==> src/hdl/tlb_page_table_translator_defines.svh <==
// assertion macros for the tlb page table translator
`ifndef TLB_PAGE_TABLE_TRANSLATOR_DEFINES_SVH
`define TLB_PAGE_TABLE_TRANSLATOR_DEFINES_SVH

`ifndef SYNTHESIS
`define TLBPT_ASSERT(label, expr, msg) \
  label: assert property (@(posedge clk) disable iff (!rst_n) (expr)) else $error(msg);
`define TLBPT_ASSERT_NEXT(label, ante, cons, msg) \
  label: assert property (@(posedge clk) disable iff (!rst_n) (ante) |=> (cons)) \
    else $error(msg);
`else
`define TLBPT_ASSERT(label, expr, msg)
`define TLBPT_ASSERT_NEXT(label, ante, cons, msg)
`endif

`endif

==> src/hdl/tlbpt_pkg.sv <==
`timescale 1ns / 1ps
package tlbpt_pkg;

  localparam int TLB_ENTRIES = 16;
  localparam int PAGE_BITS   = 8;
  localparam int OFFSET_BITS = 8;
  localparam int ADDR_W      = 16;
  localparam int COUNT_W     = 16;

  localparam int PAGE_COUNT  = 1 << PAGE_BITS;
  localparam int TLB_IDX_W   = $clog2(TLB_ENTRIES);
  localparam int FILL_W      = $clog2(TLB_ENTRIES + 1);

  typedef logic [PAGE_BITS-1:0]   page_t;
  typedef logic [OFFSET_BITS-1:0] offset_t;
  typedef logic [ADDR_W-1:0]      addr_t;
  typedef logic [COUNT_W-1:0]     count_t;

  // controller to datapath
  typedef struct packed {
    logic capture;
    logic commit;
  } cmd_t;

endpackage

==> src/hdl/tlbpt_dp.sv <==
`timescale 1ns / 1ps
module tlbpt_dp
  import tlbpt_pkg::*;
(
  input  logic   clk,
  input  logic   rst_n,
  input  cmd_t   cmd,
  input  addr_t  virt_addr,
  output addr_t  physical_address,
  output logic   tlb_hit,
  output logic   page_fault,
  output count_t hit_total,
  output count_t fault_total
);

  page_t   page_r;
  offset_t offset_r;
  page_t   map_rd_r;

  page_t   tag_r [TLB_ENTRIES];
  page_t   frm_r [TLB_ENTRIES];
  page_t   tag_nxt [TLB_ENTRIES];
  page_t   frm_nxt [TLB_ENTRIES];
  logic [FILL_W-1:0]    fill_r, fill_nxt;
  logic [PAGE_COUNT-1:0] map_valid_r;
  logic [PAGE_BITS:0]   next_free_r;
  count_t  hit_cnt_r, fault_cnt_r;

  page_t   map_frame [PAGE_COUNT];

  addr_t   pa_r;
  logic    hit_r, fault_r;
  count_t  hit_tot_r, fault_tot_r;

  logic [TLB_ENTRIES-1:0] match;
  logic [TLB_IDX_W-1:0]   pos;
  logic                   hit, fault, full, do_shift;
  page_t                  frame;
  logic [FILL_W-1:0]      shift_from, new_idx;
  count_t                 hit_cnt_nxt, fault_cnt_nxt;

  always_comb begin
    for (int k = 0; k < TLB_ENTRIES; k++) begin
      match[k] = (FILL_W'(k) < fill_r) && (tag_r[k] == page_r);
    end
    pos = '0;
    for (int k = TLB_ENTRIES - 1; k >= 0; k--) begin
      if (match[k]) begin
        pos = TLB_IDX_W'(k);
      end
    end
    hit   = |match;
    fault = !hit && !map_valid_r[page_r];
    if (hit) begin
      frame = frm_r[pos];
    end else if (!fault) begin
      frame = map_rd_r;
    end else begin
      frame = next_free_r[PAGE_BITS-1:0];
    end
    full       = (fill_r == FILL_W'(TLB_ENTRIES));
    do_shift   = hit || full;
    shift_from = hit ? FILL_W'(pos) : '0;
    new_idx    = do_shift ? fill_r - 1'b1 : fill_r;
    fill_nxt   = do_shift ? fill_r : fill_r + 1'b1;

    hit_cnt_nxt   = hit_cnt_r;
    fault_cnt_nxt = fault_cnt_r;
    if (hit && hit_cnt_r != '1) begin
      hit_cnt_nxt = hit_cnt_r + 1'b1;
    end
    if (fault && fault_cnt_r != '1) begin
      fault_cnt_nxt = fault_cnt_r + 1'b1;
    end
  end

  // per-entry queue update: close the gap, new entry at the recent end
  for (genvar g = 0; g < TLB_ENTRIES; g++) begin : g_entry
    page_t tag_up, frm_up;
    if (g < TLB_ENTRIES - 1) begin : g_up
      assign tag_up = tag_r[g+1];
      assign frm_up = frm_r[g+1];
    end else begin : g_top
      assign tag_up = tag_r[g];
      assign frm_up = frm_r[g];
    end
    always_comb begin
      tag_nxt[g] = tag_r[g];
      frm_nxt[g] = frm_r[g];
      if (FILL_W'(g) == new_idx) begin
        tag_nxt[g] = page_r;
        frm_nxt[g] = frame;
      end else if (do_shift && FILL_W'(g) >= shift_from && FILL_W'(g) < new_idx) begin
        tag_nxt[g] = tag_up;
        frm_nxt[g] = frm_up;
      end
    end
  end

  always_ff @(posedge clk) begin
    if (!rst_n) begin
      fill_r      <= '0;
      map_valid_r <= '0;
      next_free_r <= '0;
      hit_cnt_r   <= '0;
      fault_cnt_r <= '0;
    end else if (cmd.commit) begin
      fill_r      <= fill_nxt;
      hit_cnt_r   <= hit_cnt_nxt;
      fault_cnt_r <= fault_cnt_nxt;
      if (fault) begin
        map_valid_r[page_r] <= 1'b1;
        next_free_r         <= next_free_r + 1'b1;
      end
    end
  end

  always_ff @(posedge clk) begin
    if (cmd.capture) begin
      page_r   <= PAGE_BITS'(virt_addr >> OFFSET_BITS);
      offset_r <= virt_addr[OFFSET_BITS-1:0];
    end
    if (cmd.commit) begin
      tag_r       <= tag_nxt;
      frm_r       <= frm_nxt;
      pa_r        <= ADDR_W'({frame, offset_r});
      hit_r       <= hit;
      fault_r     <= fault;
      hit_tot_r   <= hit_cnt_nxt;
      fault_tot_r <= fault_cnt_nxt;
    end
  end

  // page map frame store
  always_ff @(posedge clk) begin
    if (cmd.commit && fault) begin
      map_frame[page_r] <= frame;
    end
    if (cmd.capture) begin
      map_rd_r <= map_frame[PAGE_BITS'(virt_addr >> OFFSET_BITS)];
    end
  end

  assign physical_address = pa_r;
  assign tlb_hit          = hit_r;
  assign page_fault       = fault_r;
  assign hit_total        = hit_tot_r;
  assign fault_total      = fault_tot_r;

endmodule

==> config.mk <==
export PLATFORM = sky130hd
export DESIGN_NAME = tlbpt_dp
export DESIGN_NICKNAME = d
export VERILOG_FILES = /design/src/hdl/tlb_page_table_translator_defines.svh /design/src/hdl/tlbpt_pkg.sv /design/src/hdl/tlbpt_dp.sv
export SDC_FILE = /design/constraint.sdc
export NUM_CORES = 2
export LEC_CHECK = 0
export BUFFER_PORTS_ARGS = -buffer_cell sky130_fd_sc_hd__buf_2
export CORE_ASPECT_RATIO = 0.75
export CORE_MARGIN = 10
export CORE_UTILIZATION = 55
export CTS_BUF_LIST = sky130_fd_sc_hd__clkbuf_4
export DETAILED_ROUTE_END_ITERATION = 10
export PLACE_DENSITY = 0.71
export SYNTH_ARGS = -nofsm -noshare
export SYNTH_HDL_FRONTEND = slang
export SYNTH_SLANG_ARGS = --single-unit
==> constraint.sdc <==
create_clock -name clk -period 17.1 [get_ports clk]
set_clock_uncertainty 0.05 [all_clocks]
set_input_delay 0 -clock clk [delete_from_list [all_inputs] [get_ports clk]]
set_output_delay 0 -clock clk [all_outputs]
set_load 0.005 [all_outputs]
==> results.tsv <==
stage	metric	value	unit
global_routing	antenna_found_initial	16	
drt	initialDrtViolationCount	7495	
clocking	cts-root-buf	clkbuf_4	
clocking	cts_resized	0	
worst_setup_path	crit_arrival	9.24	ns
placed_design	dp.cells	7924	
floorplan	die_w	530	um
synth	synth_area_leader_cell	edfxtp_1	
drt	route.antenna.remaining_nets	0	
clocking	clock_latency	1.30	ns
drt	vias	57256	
timing	hold_violations	0	
worst_setup_path	path_class	reg2reg	
synth	ys_seq_area_frac	0.721	
pwr	p_comb_frac	0.048	
synth	netlist_area	107000	sq um
pwr	power.switching	0.00293	W
synth	async_flop_share	0	
worst_setup_path	required	17.85	ns
synth	syn_nets	5573	
timing	worst_pin_slew	1.44	ns
cells_and_area	ff_latch_area	77400	sq um
synth	synth_ff_type	edfxtp_1	
run	maxCapViolCount	0	
placed_design	dp_hpwl	155000	um
cells_and_area	fillers	13798	
outcome	status	finished clean	
floorplan	dieArea	214000	sq um
drt	routed_wl	261000	um
drt	drcViolationCount	0	
floorplan	ioPinCount	70	
pwr	leakagePower	37.7	nW
drt	via_per_inst	6.29	
synth	synth_top_area_share	0.665	
cells_and_area	fin_cells	9105	
timing	fmax	118	MHz
worst_setup_path	start_kind	flip-flop	
timing	setup_tns	0	ns
floorplan	initial_core_util	0.553	
global_routing	grt_pass1_wl	388000	um
timing	finalCritPeriodShare	0.496	
synth	synth_area_leaders	edfxtp_1 66%, mux4_2 16%, dfxtp_1 5.6%	
timing	drv_slew	0	
global_routing	overflow	0	
floorplan	rows	140	
worst_setup_path	cp-end-kind	flip-flop	
timing	max_slew_margin	0.0419	
timing	timing.final.crit_period	8.49	ns
pwr	p_seq_frac	0.551	
synth	ys_ff_latch	2679	
floorplan	core-area	194000	sq um
placed_design	port_buffers	69	
synth	synth_cell_type_count	72	
timing	setup_viol	0	
clocking	clk_pin_slew	0.07	ns
clocking	cts_tree	built	
clocking	clock-sinks	2679	
cells_and_area	syn_to_final_growth	10.9	%
pwr	internal_power	0.0100	W
global_routing	grt_pass1_vias	57176	
drt	routedWlPerCell	28.7	um
cells_and_area	drive_gt1_frac	0.327	
placed_design	place.gp.congestion	0.888	
synth	ys_warn_count	0	
clocking	h-tree-depth	6	
synth	avgSynthCellArea	19.4	sq um
worst_setup_path	path_max_fanout	44	
cells_and_area	multi_input_comb_area	28400	sq um
pwr	ir_drop	70.0	uV
pwr	p_total	0.0130	W
drt	dr.pass1.iters	5	
global_routing	track_usage	0.243	
pwr	p_clk_frac	0.401	
synth	synth_edf_count	2378	
pwr	swShare	0.226	
cells_and_area	nets	6076	
timing	hold_slack	0.282	ns
pwr	cellPowerDensity	109	nW/um^2
clocking	numCtsBuffers	629	
hold_path	hp-class	in2reg	
floorplan	die_height	403	um
synth	syn_inst	5547	
timing	rsz0062_at_grt	no	
global_routing	grt_max_degree	259	
clocking	clock_path_buffers	4	
critical path, cell delays in order, from the launching register on:
cell      delay [ns]
edfxtp_1        0.84
buf_4           0.88
mux4_2          0.60
mux4_2          0.50
a22o_1          0.28
o21ai_1         0.45
nor4b_4         0.28
buf_4           0.26
and3_1          1.01
nand4b_1        1.39
buf_4           0.67
nor2_1          0.75
cell usage in the layout (no fill, tap or decap), types with 14 or more instances in the layout:
master / instances
mux4_2: 760
a211oi_1: 19
mux2_2: 148
a21boi_0: 16
o31ai_1: 17
and2_1: 41
o21a_1: 259
clkbuf_4: 955
nand4_1: 33
mux2i_1: 29
inv_2: 24
clkinv_2: 19
nand3_1: 59
edfxtp_1: 2378
and3_1: 21
nor3_1: 19
nor2b_1: 15
xnor2_1: 122
dlygate4sd3_1: 49
inv_1: 14
buf_2: 63
nor2_1: 303
dfxtp_1: 301
nor4_1: 23
xor2_1: 68
a21oi_1: 37
o21ai_0: 117
clkinv_1: 106
nand2_1: 211
buf_4: 110
routing by layer:
layer / track usage / routed length, um / vias to the layer above
met5: 0 / 45 / -
met4: 0.0586 / 4900 / 6
met3: 0.0739 / 31200 / 383
met2: 0.344 / 115000 / 3166
met1: 0.371 / 110000 / 29679
li1: - / - / 24022
Yosys cell counts (21+ instances only):
| cell | instances |
|---|---|
| edfxtp_1 | 2378 |
| mux4_2 | 760 |
| nor2_1 | 305 |
| dfxtp_1 | 301 |
| o21a_1 | 259 |
| clkbuf_1 | 229 |
| nand2_1 | 211 |
| mux2_2 | 148 |
| xnor2_1 | 122 |
| o21ai_0 | 121 |
| buf_1 | 74 |
| xor2_1 | 68 |
| nand3_1 | 62 |
| and2_1 | 41 |
| a21oi_1 | 37 |
| nand4_1 | 33 |
| buf_2 | 31 |
| mux2i_1 | 29 |
| nor4_1 | 23 |
| and3_1 | 21 |
stage by stage:
stage	worst slack, ns	cell area, sq um	util
after floorplan	6.40	107000	-
after global placement	8.98	110000	0.569
after detailed placement	8.82	110000	0.569
after CTS	8.74	119000	0.613
after global routing	8.51	119000	0.613
final	8.61	119000	0.613
path summary, 6_finish.rpt:
| path | start | endpoint | slack [ns] | depth (start not counted) |
|---|---|---|---|---|
| setup reg to reg | page_r[0] | map_frame[249][0] | 8.61 | 11 |
| hold / removal | cmd[1] | page_r[0] | 0.28 | 4 |
| hold reg to reg | offset_r[1] | physical_address[1] | 0.37 | 0 |
| setup / recovery | page_r[0] | map_frame[249][0] | 8.61 | 11 |
cells by family after synthesis:
group / after synthesis / synth area share
DFF: 2679 / 0.721
xor gates and xnor gates: 190 / 0.0155
buffers and inverters: 380 / 0.0147
and+or+nand+nor: 779 / 0.0331
muxes: 937 / 0.178
AOI/OAI and AO/OA: 576 / 0.0374
adders and majority gates: 6 / 0.000699
power by group through the flow:
stage	clock network, W	logic, W	registers (W)
floorplan	0	0.000395	0.00728
global placement	0	0.000601	0.00728
detailed placement	0	0.000608	0.00728
CTS	0.00529	0.000620	0.00714
global route	0.00564	0.000656	0.00714
finish	0.00520	0.000622	0.00714
area by class of cell:
| cell class | instances | share of cell area |
|---|---|---|
| flip-flops and latches | 2679 | 0.650 |
| multi-input cells | 2488 | 0.239 |
| clock buffers | 955 | 0.0602 |
| well taps | 2556 | 0.0268 |
| repair buffers | 232 | 0.0152 |
| clock inverters | 167 | 0.00779 |
| inverters | 20 | 0.000945 |
| diodes | 8 | 0.000168 |
registers in the layout (all words and copies together), names as in the netlist:
name and count:
g_entry.frm_up 120, map_rd_r 8, hit_total 16, page_fault 1, fault_total 16, g_entry.tag_up 120
fault_cnt_r 16, page_r 8, tag_r 8, offset_r 8, frm_r 8, tlb_hit 1
map_valid_r 256, hit_cnt_r 16, physical_address 16, map_frame 2048, next_free_r 8, fill_r 5
what timing repair did:
action,CTS,global route
hold buffers,51,0
hold endpoints to repair,652,0
endpoints found under the setup margin,0,0
buffers inserted,0,0
Power figures use the tool's default switching activity.
